<file path="src/rtl/sjf_pkg.sv">
// Shared types, widths and defaults for the shortest-job-first scheduler.
package sjf_pkg;

    localparam int DEFAULT_MAX_JOBS = 32;
    localparam int ARR_W  = 16;
    localparam int BUR_W  = 16;
    localparam int CLK_W  = 22;
    localparam int SUM_W  = 27;
    localparam int JOBN_W = 6;

    typedef enum logic [2:0] {
        ST_IDLE,
        ST_SCAN,
        ST_FLUSH,
        ST_CALC,
        ST_SUM,
        ST_OUT
    } sjf_state_t;

    typedef struct packed {
        logic load;
        logic scan_init;
        logic scan_step;
        logic calc;
        logic sum;
        logic emit;
    } sjf_cmd_t;

    typedef struct packed {
        logic scan_last;
        logic set_last;
    } sjf_stat_t;

endpackage

</file>
<file path="src/rtl/sjf_ctrl.sv">
// Sequencer for loading, scanning, computing and emitting scheduled jobs.
module sjf_ctrl
    import sjf_pkg::*;
(
    input  logic      clk,
    input  logic      rst_n,
    input  logic      start,
    input  logic      last_job,
    input  sjf_stat_t stat,
    output sjf_cmd_t  cmd,
    output logic      busy,
    output logic      valid
);

    sjf_state_t state_reg;
    sjf_state_t state_next;

    always_ff @(posedge clk or negedge rst_n)
    begin
        if (!rst_n)
        begin
            state_reg <= ST_IDLE;
        end
        else
        begin
            state_reg <= state_next;
        end
    end

    always_comb
    begin
        state_next = state_reg;
        cmd        = '0;
        busy       = 1'b1;
        valid      = 1'b0;
        case (state_reg)
            ST_IDLE:
            begin
                busy = 1'b0;
                if (start)
                begin
                    cmd.load = 1'b1;
                    if (last_job)
                    begin
                        cmd.scan_init = 1'b1;
                        state_next    = ST_SCAN;
                    end
                end
            end
            ST_SCAN:
            begin
                cmd.scan_step = 1'b1;
                if (stat.scan_last)
                begin
                    state_next = ST_FLUSH;
                end
            end
            ST_FLUSH:
            begin
                state_next = ST_CALC;
            end
            ST_CALC:
            begin
                cmd.calc   = 1'b1;
                state_next = ST_SUM;
            end
            ST_SUM:
            begin
                cmd.sum    = 1'b1;
                state_next = ST_OUT;
            end
            ST_OUT:
            begin
                valid    = 1'b1;
                cmd.emit = 1'b1;
                if (stat.set_last)
                begin
                    state_next = ST_IDLE;
                end
                else
                begin
                    cmd.scan_init = 1'b1;
                    state_next    = ST_SCAN;
                end
            end
            default:
            begin
                state_next = ST_IDLE;
            end
        endcase
    end

endmodule

</file>
<file path="src/rtl/sjf_datapath.sv">
// Job store, selection scan, time arithmetic and result registers.
module sjf_datapath
    import sjf_pkg::*;
#(
    parameter int MAX_JOBS = DEFAULT_MAX_JOBS,
    localparam int IW = $clog2(MAX_JOBS),
    localparam int CW = $clog2(MAX_JOBS + 1)
)
(
    input  logic              clk,
    input  logic              rst_n,
    input  sjf_cmd_t          cmd,
    output sjf_stat_t         stat,
    input  logic [ARR_W-1:0]  arrival_time,
    input  logic [BUR_W-1:0]  burst_length,
    output logic [JOBN_W-1:0] job_number,
    output logic [ARR_W-1:0]  job_arrival,
    output logic [BUR_W-1:0]  job_burst,
    output logic [CLK_W-1:0]  wait_ticks,
    output logic [CLK_W-1:0]  turnaround_ticks,
    output logic [SUM_W-1:0]  wait_total,
    output logic [SUM_W-1:0]  turnaround_total,
    output logic              overflowed,
    output logic              final_result
);

    logic [ARR_W+BUR_W-1:0] mem [MAX_JOBS];

    logic [CW-1:0]       count_reg;
    logic [CW-1:0]       emit_cnt_reg;
    logic [IW-1:0]       addr_reg;
    logic [MAX_JOBS-1:0] done_reg;
    logic [CLK_W-1:0]    clock_reg;
    logic [SUM_W-1:0]    wait_sum_reg;
    logic [SUM_W-1:0]    turn_sum_reg;
    logic                ovf_reg;

    logic                rd_vld_reg;
    logic [IW-1:0]       rd_idx_reg;
    logic [ARR_W-1:0]    rd_arr_reg;
    logic [BUR_W-1:0]    rd_bur_reg;

    // best job already arrived, and earliest pending job as fallback
    logic                a_found_reg;
    logic [ARR_W-1:0]    a_arr_reg;
    logic [BUR_W-1:0]    a_bur_reg;
    logic [IW-1:0]       a_idx_reg;
    logic                e_found_reg;
    logic [ARR_W-1:0]    e_arr_reg;
    logic [BUR_W-1:0]    e_bur_reg;
    logic [IW-1:0]       e_idx_reg;

    logic [CLK_W-1:0]    wait_reg;
    logic [CLK_W-1:0]    turn_reg;
    logic [ARR_W-1:0]    sel_arr_reg;
    logic [BUR_W-1:0]    sel_bur_reg;
    logic [IW-1:0]       sel_idx_reg;

    logic [JOBN_W-1:0]   job_number_reg;
    logic [ARR_W-1:0]    job_arrival_reg;
    logic [BUR_W-1:0]    job_burst_reg;
    logic [CLK_W-1:0]    wait_ticks_reg;
    logic [CLK_W-1:0]    turn_ticks_reg;
    logic [SUM_W-1:0]    wait_total_reg;
    logic [SUM_W-1:0]    turn_total_reg;
    logic                overflowed_reg;
    logic                final_reg;

    logic                full;
    logic                cand;
    logic                arrived;
    logic                a_better;
    logic                e_better;
    logic [ARR_W-1:0]    s_arr;
    logic [BUR_W-1:0]    s_bur;
    logic [IW-1:0]       s_idx;
    logic [CLK_W-1:0]    s_start;
    logic [SUM_W-1:0]    wait_sum_next;
    logic [SUM_W-1:0]    turn_sum_next;

    assign full = (count_reg == CW'(MAX_JOBS));
    assign stat.scan_last = (CW'(addr_reg) == count_reg - CW'(1));
    assign stat.set_last  = (emit_cnt_reg == count_reg - CW'(1));

    // job store
    always_ff @(posedge clk)
    begin
        if (cmd.load && !full)
        begin
            mem[count_reg[IW-1:0]] <= {arrival_time, burst_length};
        end
        {rd_arr_reg, rd_bur_reg} <= mem[addr_reg];
        rd_idx_reg <= addr_reg;
    end

    assign cand     = rd_vld_reg && !done_reg[rd_idx_reg];
    assign arrived  = (CLK_W'(rd_arr_reg) <= clock_reg);
    assign a_better = !a_found_reg || (rd_bur_reg < a_bur_reg)
                      || ((rd_bur_reg == a_bur_reg) && (rd_arr_reg < a_arr_reg));
    assign e_better = !e_found_reg || (rd_arr_reg < e_arr_reg)
                      || ((rd_arr_reg == e_arr_reg) && (rd_bur_reg < e_bur_reg));

    always_comb
    begin
        if (a_found_reg)
        begin
            s_arr   = a_arr_reg;
            s_bur   = a_bur_reg;
            s_idx   = a_idx_reg;
            s_start = clock_reg;
        end
        else
        begin
            s_arr   = e_arr_reg;
            s_bur   = e_bur_reg;
            s_idx   = e_idx_reg;
            s_start = CLK_W'(e_arr_reg);
        end
    end

    assign wait_sum_next = wait_sum_reg + SUM_W'(wait_reg);
    assign turn_sum_next = turn_sum_reg + SUM_W'(turn_reg);

    // scan candidates and calc/sum payload stages
    always_ff @(posedge clk)
    begin
        if (cand && arrived && a_better)
        begin
            a_arr_reg <= rd_arr_reg;
            a_bur_reg <= rd_bur_reg;
            a_idx_reg <= rd_idx_reg;
        end
        if (cand && e_better)
        begin
            e_arr_reg <= rd_arr_reg;
            e_bur_reg <= rd_bur_reg;
            e_idx_reg <= rd_idx_reg;
        end
        if (cmd.calc)
        begin
            wait_reg    <= s_start - CLK_W'(s_arr);
            turn_reg    <= s_start + CLK_W'(s_bur) - CLK_W'(s_arr);
            sel_arr_reg <= s_arr;
            sel_bur_reg <= s_bur;
            sel_idx_reg <= s_idx;
        end
        if (cmd.sum)
        begin
            job_number_reg  <= JOBN_W'(sel_idx_reg);
            job_arrival_reg <= sel_arr_reg;
            job_burst_reg   <= sel_bur_reg;
            wait_ticks_reg  <= wait_reg;
            turn_ticks_reg  <= turn_reg;
            wait_total_reg  <= wait_sum_next;
            turn_total_reg  <= turn_sum_next;
            overflowed_reg  <= ovf_reg;
            final_reg       <= stat.set_last;
        end
    end

    always_ff @(posedge clk or negedge rst_n)
    begin
        if (!rst_n)
        begin
            count_reg    <= '0;
            emit_cnt_reg <= '0;
            addr_reg     <= '0;
            done_reg     <= '0;
            clock_reg    <= '0;
            wait_sum_reg <= '0;
            turn_sum_reg <= '0;
            ovf_reg      <= 1'b0;
            rd_vld_reg   <= 1'b0;
            a_found_reg  <= 1'b0;
            e_found_reg  <= 1'b0;
        end
        else
        begin
            rd_vld_reg <= cmd.scan_step;
            if (cmd.load)
            begin
                if (full)
                begin
                    ovf_reg <= 1'b1;
                end
                else
                begin
                    count_reg <= count_reg + CW'(1);
                end
            end
            if (cmd.scan_step)
            begin
                addr_reg <= addr_reg + IW'(1);
            end
            if (cand && arrived)
            begin
                a_found_reg <= 1'b1;
            end
            if (cand)
            begin
                e_found_reg <= 1'b1;
            end
            if (cmd.calc)
            begin
                clock_reg          <= s_start + CLK_W'(s_bur);
                done_reg[s_idx]    <= 1'b1;
            end
            if (cmd.sum)
            begin
                wait_sum_reg <= wait_sum_next;
                turn_sum_reg <= turn_sum_next;
            end
            if (cmd.scan_init)
            begin
                addr_reg    <= '0;
                a_found_reg <= 1'b0;
                e_found_reg <= 1'b0;
            end
            if (cmd.emit)
            begin
                emit_cnt_reg <= emit_cnt_reg + CW'(1);
                if (stat.set_last)
                begin
                    count_reg    <= '0;
                    emit_cnt_reg <= '0;
                    done_reg     <= '0;
                    clock_reg    <= '0;
                    wait_sum_reg <= '0;
                    turn_sum_reg <= '0;
                    ovf_reg      <= 1'b0;
                end
            end
        end
    end

    assign job_number       = job_number_reg;
    assign job_arrival      = job_arrival_reg;
    assign job_burst        = job_burst_reg;
    assign wait_ticks       = wait_ticks_reg;
    assign turnaround_ticks = turn_ticks_reg;
    assign wait_total       = wait_total_reg;
    assign turnaround_total = turn_total_reg;
    assign overflowed       = overflowed_reg;
    assign final_result     = final_reg;

endmodule

</file>
<file path="src/rtl/sjf_nonpreemptive_scheduler.sv">
// Top level of the non-preemptive shortest-job-first scheduler.
// Usage: drive arrival_time, burst_length and last_job with start high; the item is
// taken at a rising edge where start is high and busy is low. An item with
// last_job low only stores the job and busy stays low. Jobs beyond
// MAX_JOBS are dropped and flag overflowed on every result of that set.
// An item with last_job high (stored or dropped) starts scheduling: busy rises
// and one result per stored job follows in schedule order, each shown for one
// cycle with valid high. Each decision scans the job store through its single
// read port, one job per cycle, over every job stored in the set.
// final_result marks the last result; busy falls after it and the set state
// is cleared for the next set. The receiver cannot stall: results must be
// taken in the cycle they are shown. Reset clears the set state and returns
// the block to idle; the job store needs no clearing.
module sjf_nonpreemptive_scheduler
    import sjf_pkg::*;
#(
    parameter int MAX_JOBS = DEFAULT_MAX_JOBS
)
(
    input  logic              clk,
    input  logic              rst_n,
    input  logic              start,
    output logic              busy,
    input  logic [ARR_W-1:0]  arrival_time,
    input  logic [BUR_W-1:0]  burst_length,
    input  logic              last_job,
    output logic              valid,
    output logic [JOBN_W-1:0] job_number,
    output logic [ARR_W-1:0]  job_arrival,
    output logic [BUR_W-1:0]  job_burst,
    output logic [CLK_W-1:0]  wait_ticks,
    output logic [CLK_W-1:0]  turnaround_ticks,
    output logic [SUM_W-1:0]  wait_total,
    output logic [SUM_W-1:0]  turnaround_total,
    output logic              overflowed,
    output logic              final_result
);

    sjf_cmd_t  cmd;
    sjf_stat_t stat;

    sjf_ctrl u_ctrl (
        .clk      (clk),
        .rst_n    (rst_n),
        .start    (start),
        .last_job (last_job),
        .stat     (stat),
        .cmd      (cmd),
        .busy     (busy),
        .valid    (valid)
    );

    sjf_datapath #(
        .MAX_JOBS (MAX_JOBS)
    ) u_dp (
        .clk              (clk),
        .rst_n            (rst_n),
        .cmd              (cmd),
        .stat             (stat),
        .arrival_time     (arrival_time),
        .burst_length     (burst_length),
        .job_number       (job_number),
        .job_arrival      (job_arrival),
        .job_burst        (job_burst),
        .wait_ticks       (wait_ticks),
        .turnaround_ticks (turnaround_ticks),
        .wait_total       (wait_total),
        .turnaround_total (turnaround_total),
        .overflowed       (overflowed),
        .final_result     (final_result)
    );

endmodule

</file>
<file path="config.mk">
export PLATFORM = sky130hd
export DESIGN_NAME = sjf_nonpreemptive_scheduler
export DESIGN_NICKNAME = d
export VERILOG_FILES = /design/src/rtl/sjf_pkg.sv /design/src/rtl/sjf_ctrl.sv /design/src/rtl/sjf_datapath.sv /design/src/rtl/sjf_nonpreemptive_scheduler.sv
export SDC_FILE = /design/constraint.sdc
export NUM_CORES = 2
export LEC_CHECK = 0
export BUFFER_PORTS_ARGS = -buffer_cell sky130_fd_sc_hd__buf_2
export CAP_MARGIN = 30
export CORE_ASPECT_RATIO = 0.75
export CORE_MARGIN = 5
export CORE_UTILIZATION = 45
export CTS_CLUSTER_DIAMETER = 30
export DETAILED_ROUTE_END_ITERATION = 6
export GPL_TIMING_DRIVEN = 0
export PLACE_DENSITY = 0.66
export SYNTH_ARGS = -nofsm -noshare
export SYNTH_HDL_FRONTEND = slang
export SYNTH_SLANG_ARGS = --single-unit
</file>
<file path="constraint.sdc">
create_clock -name clk -period 6.8 [get_ports clk]
set_input_delay 0.68 -clock clk [delete_from_list [all_inputs] [get_ports clk]]
set_output_delay 0.68 -clock clk [all_outputs]
set_load 0.05 [all_outputs]
</file>
# Yosys cells after proc, flatten, opt, wreduce, memory -nomap -nowiden

Memory sizes are Yosys's and may differ from the RTL's. A register that Yosys moved wholly into a read port is not among the register bits.
Index checks and enable logic that the tools add are counted.

RAM bits: 1024
Register bits after elaboration: 429
Input bits: 36
Memories: 1
Logic and storage cells: 138
Output and inout bits: 140

Memory list:

| memory   | depth | bits a word | read ports | clocked after memory_dff | wr ports | line               | text |
|---|---|---|---|---|---|---|---|
| u_dp.mem | 32    | 32          | 1          | 1                        | 1        | sjf_datapath.sv:27 | `logic [ARR_W+BUR_W-1:0] mem [MAX_JOBS];` |

Magnitude comparators: 8
Reductions and logical operators: 21
$add $sub $neg: 9
Bitwise operators: 1
Equal/unequal tests: 13
Muxes and demuxes: 52

Operators by type and width:

| kind                                                                 | number |
|---|---|
| 27-bit two-way mux                                                   | 6 |
| 32-bit two-way mux                                                   | 3 |
| 22-bit two-way mux                                                   | 4 |
| 16-bit < comparator                                                  | 4 |
| 27-bit by 22-bit adder with 27-bit output                            | 2 |
| 22-bit by 16-bit subtractor with 22-bit output                       | 2 |
| 16-bit == test                                                       | 2 |
| 16-bit two-way mux                                                   | 2 |
| 32-bit OR                                                            | 1 |
| 6-bit two-way mux                                                    | 5 |
| 22-bit by 16-bit adder with 22-bit output                            | 1 |
| 16-bit by 22-bit <= comparator with 1-bit output                     | 1 |
| 1-bit two-way mux                                                    | 21 |
| 3-bit case mux with 6 select lines                                   | 1 |
| 5-bit two-way mux                                                    | 3 |
| 6-bit by 1-bit adder with 6-bit output, second input constant        | 2 |
| 5-bit by 6-bit < comparator with 1-bit output, second input constant | 2 |
| 3-bit two-way mux                                                    | 3 |
| 1-bit logical AND                                                    | 8 |
| 3-bit by 2-bit == test with 1-bit output, second input constant      | 2 |
| 3-bit == test, second input constant                                 | 2 |
| 5-bit by 6-bit == test with 1-bit output                             | 1 |
| 6-bit == test                                                        | 1 |
| 6-bit == test, second input constant                                 | 1 |
| other kinds (14)                                                     | 24 |

# Depth between registers and ports, before layout

Depth in word-level cells: 9
Mapped depth: 23

# Modules after synthesis

From an unflattened synthesis, not the netlist that was laid out.

Cells, all modules: 3437
Area total of the unflattened synthesis: 61577.8 µm²

By module, submodules not included:

| module       | cells an instance | sequential area each (µm²) | area each (µm²) | instances |
|---|---|---|---|---|
| sjf_datapath | 3411              | 43486.7                    | 61368.9         | 1 |
| sjf_ctrl     | 26                | 75.1                       | 209.0           | 1 |

# Worst setup path before layout

Ideal clock, no wire load.

Kind: register to register
Start: register u_ctrl.state_reg[1]
End: register u_dp.final_reg (netlist: u_dp.final_result) (enable)
Data required time: 6245 ps
Setup time: 555 ps
Stages on the path, launching flop included: 6
Path slack: 1460 ps
Data arrival time: 4784 ps
Path buffers: 2
Cell sequence: dfrtp_1 -> clkbuf_1 -> nor2_1 -> nand2_1 -> inv_2 -> clkbuf_1

Cells in the longest elaborated chain, start to end: 2

RTL lines:

| element                | line                | text |
|---|---|---|
| start, declared        | sjf_ctrl.sv:15      | `sjf_state_t state_reg;` |
| start signal, assigned | sjf_ctrl.sv:26      | `state_reg <= state_next;` |
| 3-bit == test          | sjf_ctrl.sv:36      | `case (state_reg)` |
| 1-bit two-way mux      | sjf_ctrl.sv:36      |  |
| end signal, assigned   | sjf_datapath.sv:157 | `final_reg <= stat.set_last;` |
| end, declared          | sjf_datapath.sv:67  | `logic final_reg;` |

No other way between the ends.
A chain may end at the register's enable or synchronous reset.

# Worst setup path after layout

Start: register u_dp.a_found_reg
End: register u_dp.turn_reg[20] (data pin)

Cells in the longest elaborated chain, start to end: 3
Elaborated cells on any way between the ends: 5
Those cells by class: 2 x add/sub; 3 x mux

RTL lines:

| element                                        | line                | text |
|---|---|---|
| start, declared                                | sjf_datapath.sv:44  | `logic a_found_reg;` |
| start signal, assigned                         | sjf_datapath.sv:174 | `a_found_reg <= 1'b0;` |
| start signal, assigned                         | sjf_datapath.sv:197 | `a_found_reg <= 1'b1;` |
| start signal, assigned                         | sjf_datapath.sv:216 | `a_found_reg <= 1'b0;` |
| 16-bit two-way mux                             | sjf_datapath.sv:105 | `if (a_found_reg)` |
| via u_dp.s_bur[1]                              | sjf_datapath.sv:75  | `logic [BUR_W-1:0] s_bur;` |
| 22-bit by 16-bit adder with 22-bit output      | sjf_datapath.sv:142 | `turn_reg <= s_start + CLK_W'(s_bur) - CLK_W'(s_arr);` |
| 22-bit by 16-bit subtractor with 22-bit output | sjf_datapath.sv:142 |  |
| end signal, assigned                           | sjf_datapath.sv:142 |  |
| end, declared                                  | sjf_datapath.sv:54  | `logic [CLK_W-1:0] turn_reg;` |

The timed path passes the listed nets, and every way through them passes these cells.

==> impl_metrics.tcl <==
set metrics [dict create \
    outcome "finished clean" \
    route.detailed.drc 0 \
    critical_path.max_stage_delay_ns 0.53 \
    rsz0062_at_grt "no" \
    critPathBufInv 4 \
    synth_top_area_share_pct 64.3 \
    place_hpwl_mm 110 \
    relSlewSlack_pct 20.7 \
    portBuffers 174 \
    regArea_um2 43600 \
    power.internal_w 0.0256 \
    start_util_pct 45.3 \
    grt_max_degree 77 \
    finalPower_w 0.0397 \
    drt_iter0_drc 4201 \
    ys_seq_area_share_pct 70.9 \
    clock_latency_ns 0.85 \
    syn_to_final_growth_pct 21.7 \
    synth_ff_type "edfxtp_1" \
    cts_sinks 1485 \
    synth_area_leaders "edfxtp_1 64%, mux4_2 12%, dfrtp_1 5.4%, ha_1 3.6%, a21oi_1 1.5%" \
    async_reset_ff_share_pct 8.89 \
    setup_viol 0 \
    die_h_um 330 \
    ys_types 88 \
    grt.total_usage_pct 22.4 \
    gp_congestion 0.890 \
    pwr-share-seq_pct 31.5 \
    drv_cap 0 \
    cts_inserted_buffers 236 \
    critPathCaptureType "flop" \
    synth_nets 3698 \
    tns_ns 0 \
    power_switching_w 0.0141 \
    rows 117 \
    cts_max_path_buffers 3 \
    multi_input_area_um2 17100 \
    die_w_um 437 \
    irDropWorstVdd_mv 0.397 \
    p_leak_nw 26.4 \
    dieArea_um2 144000 \
    synth_cells 3481 \
    clockPowerShare_pct 31.2 \
    nFillCells 10300 \
    swShare_pct 35.4 \
    required_ns 7.36 \
    wl_met1_mm 69.8 \
    worst_ep_arrival_time_ns 6.63 \
    postRouteWirelength_mm 161 \
    critPathSlowestCell "o41ai_2" \
    drt-vias-per-instance 5.80 \
    top_layer "met5" \
    grt_pass1_wl_mm 235 \
    slew_violations 0 \
    ios 176 \
    start_kind "flop" \
    synthTopCellsByCount "1,316 x edfxtp_1, 330 x mux4_2, 229 x nand2_1, 180 x a21oi_1, 176 x ha_1" \
    grt_overflow 0 \
    nets 4191 \
    hp-class "in2reg" \
    combPwrFrac_pct 37.2 \
    post-route-period-util_pct 89.3 \
    path_max_fanout 17 \
    drive_gt1_share_pct 26.9 \
    synth_warnings 0 \
    antenna_found_initial 7 \
    tightestPinTransition_ns 1.18 \
    synth_area_um2 61400 \
    crit_chain "clkbuf_8, clkbuf_1, clkbuf_1, o21ai_0, buf_4, fa_1, a21o_1, nand4_1, nand4_1, xnor2_1, ha_1, a21o_1, o41ai_2, o21ai_1, o21ai_0, o21ai_0, nor2_1, xor2_1" \
    syn_avg_cell_area_um2 17.6 \
    r2r_start "u_dp.a_found_reg" \
    synth_edf_count 1316 \
    cellPowerDensity_nw_per_um2 531 \
    clk_pin_slew_worst_paths_ns 0.06 \
    hold_violations 0 \
    yosys.area.top_type "edfxtp_1" \
    wl_met2_mm 70.6 \
    cts_tree "built" \
    fmax_mhz 165 \
    dpl_cell_area_um2 66200 \
    first_global_vias 34500 \
    crit_family "compound AO/OA/AOI/OAI gates" \
    cts-root-buf "clkbuf_16" \
    skew_ns 0.0725 \
    num_vias 34600 \
    first_pass_iters 6 \
    postRouteAntennaNets 0 \
    coreArea_um2 136000 \
    crit_path_frequent_cell "o21ai_0" \
    period_minus_slack_ns 6.07 \
    critPathKind "reg2reg" \
    synth_seq_cells 1485 \
    hp-start "last_job" \
    critPathLaunch "u_dp.a_found_reg" \
    fin_area_um2 74700 \
    htreeDepth 4 \
    largest_reg_flops 1024 \
    synth_most_common_cell "edfxtp_1" \
    routedWlPerCell_um 27.0 \
    met3_length_mm 16.5 \
]
## final cells by class
type                            instances  share of cell area (%)
Antenna cell                            2                 0.00670
Inverter                              140                   0.703
Buffer                                127                   0.730
Clock buffer                          271                    8.27
Sequential cell                      1485                    58.3
Clock inverter                        181                    2.96
Multi-Input combinational cell       1728                    22.9
Tap cell                             1785                    2.99
Timing Repair Buffer                  256                    3.20
## cells by family after synthesis
| group | count (synthesis) | synth area share (%) |
|---|---|---|
| muxes | 372 | 12.9 |
| adders and majority gates | 181 | 3.75 |
| AOI/OAI and AO/OA | 445 | 4.47 |
| and+or+nand+nor | 602 | 4.46 |
| other | 1 | 0.00610 |
| xor gates and xnor gates | 127 | 1.81 |
| DFF | 1485 | 70.9 |
| buffers and inverters | 268 | 1.74 |
## layout by cell type (no fill, tap or decap), drive strengths merged, types with 8 or more instances in the layout
master,Yosys,final
xor2,55,55
clkinv,0,78
a21oi,181,181
nand4,26,26
dfrtp,132,132
and2,20,20
ha,176,176
o211ai,8,8
nand2b,21,21
bufinv,0,33
mux2i,8,8
a211oi,13,13
nand3,44,44
nor3,30,30
a31oi,10,10
inv,140,181
clkbuf,87,357
nor2b,17,17
and3,10,10
dfxtp,37,37
edfxtp,1316,1316
o21bai,10,10
o21ai,105,105
a21o,43,43
mux2,34,34
xnor2,72,72
mux4,330,330
nand2,230,230
buf,41,296
o21a,25,25
clkinvlp,0,29
nor2,172,172
## repair_timing
action	in CTS	in global routing
buffers inserted	0	0
setup endpoints to repair	0	9
resized for setup	0	5
hold buffers	1	0
endpoints found under the hold margin	56	0
## per-stage QoR
step	hold WS (ns)	worst slack (ns)	std cells	util, %
after global placement	0.373	-3.16	5440	47.6
final	0.312	0.731	5975	55.1
after floorplan	0.345	1.46	3481	-
after global routing	0.309	0.260	5973	55.1
after detailed placement	0.359	0.174	5516	48.8
after CTS	0.255	0.125	5969	55.0
## worst register-to-register path, delay by kind of cell (launching register included)
family | cells | cell delay [ns]
AO/OA/AOI/OAI | 7 | 2.32
XOR/XNOR | 2 | 0.37
adder cells (fa/ha/maj) | 2 | 0.81
buffers and inverters | 4 | 1.45
flip-flops | 1 | 0.34
AND/OR/NAND/NOR | 3 | 0.50
## path summary, 6_finish.rpt
check	slack (ns)	cells after the start	endpoint
min in group asynchronous	0.42	2	u_dp.turn_sum_reg[3]
worst min-delay path	0.31	4	u_ctrl.state_reg[0]
worst max register to register	0.73	18	u_dp.turn_reg[20]
worst min register to register	0.37	0	u_dp.rd_idx_reg[4]
max in group asynchronous	5.43	3	u_dp.count_reg[1]
worst max-delay path	0.73	18	u_dp.turn_reg[20]
## power by group through the flow
stage	Sequential, W	Combinational [W]	Clock [W]
6_report	0.0125	0.0148	0.0124
5_1_grt	0.0126	0.0161	0.0130
4_1_cts	0.0125	0.0146	0.0125
3_5_place_dp	0.0127	0.0144	0
3_3_place_gp	0.0128	0.0139	0
2_1_floorplan	0.0130	0.00977	0
## per-layer routing
metal,global-route usage [%],up-vias
met3,6.27,257
met5,0,-
met1,33.2,17800
li1,-,14800
met4,7.30,2
met2,32.2,1757
(Power assumes the default switching activity.)
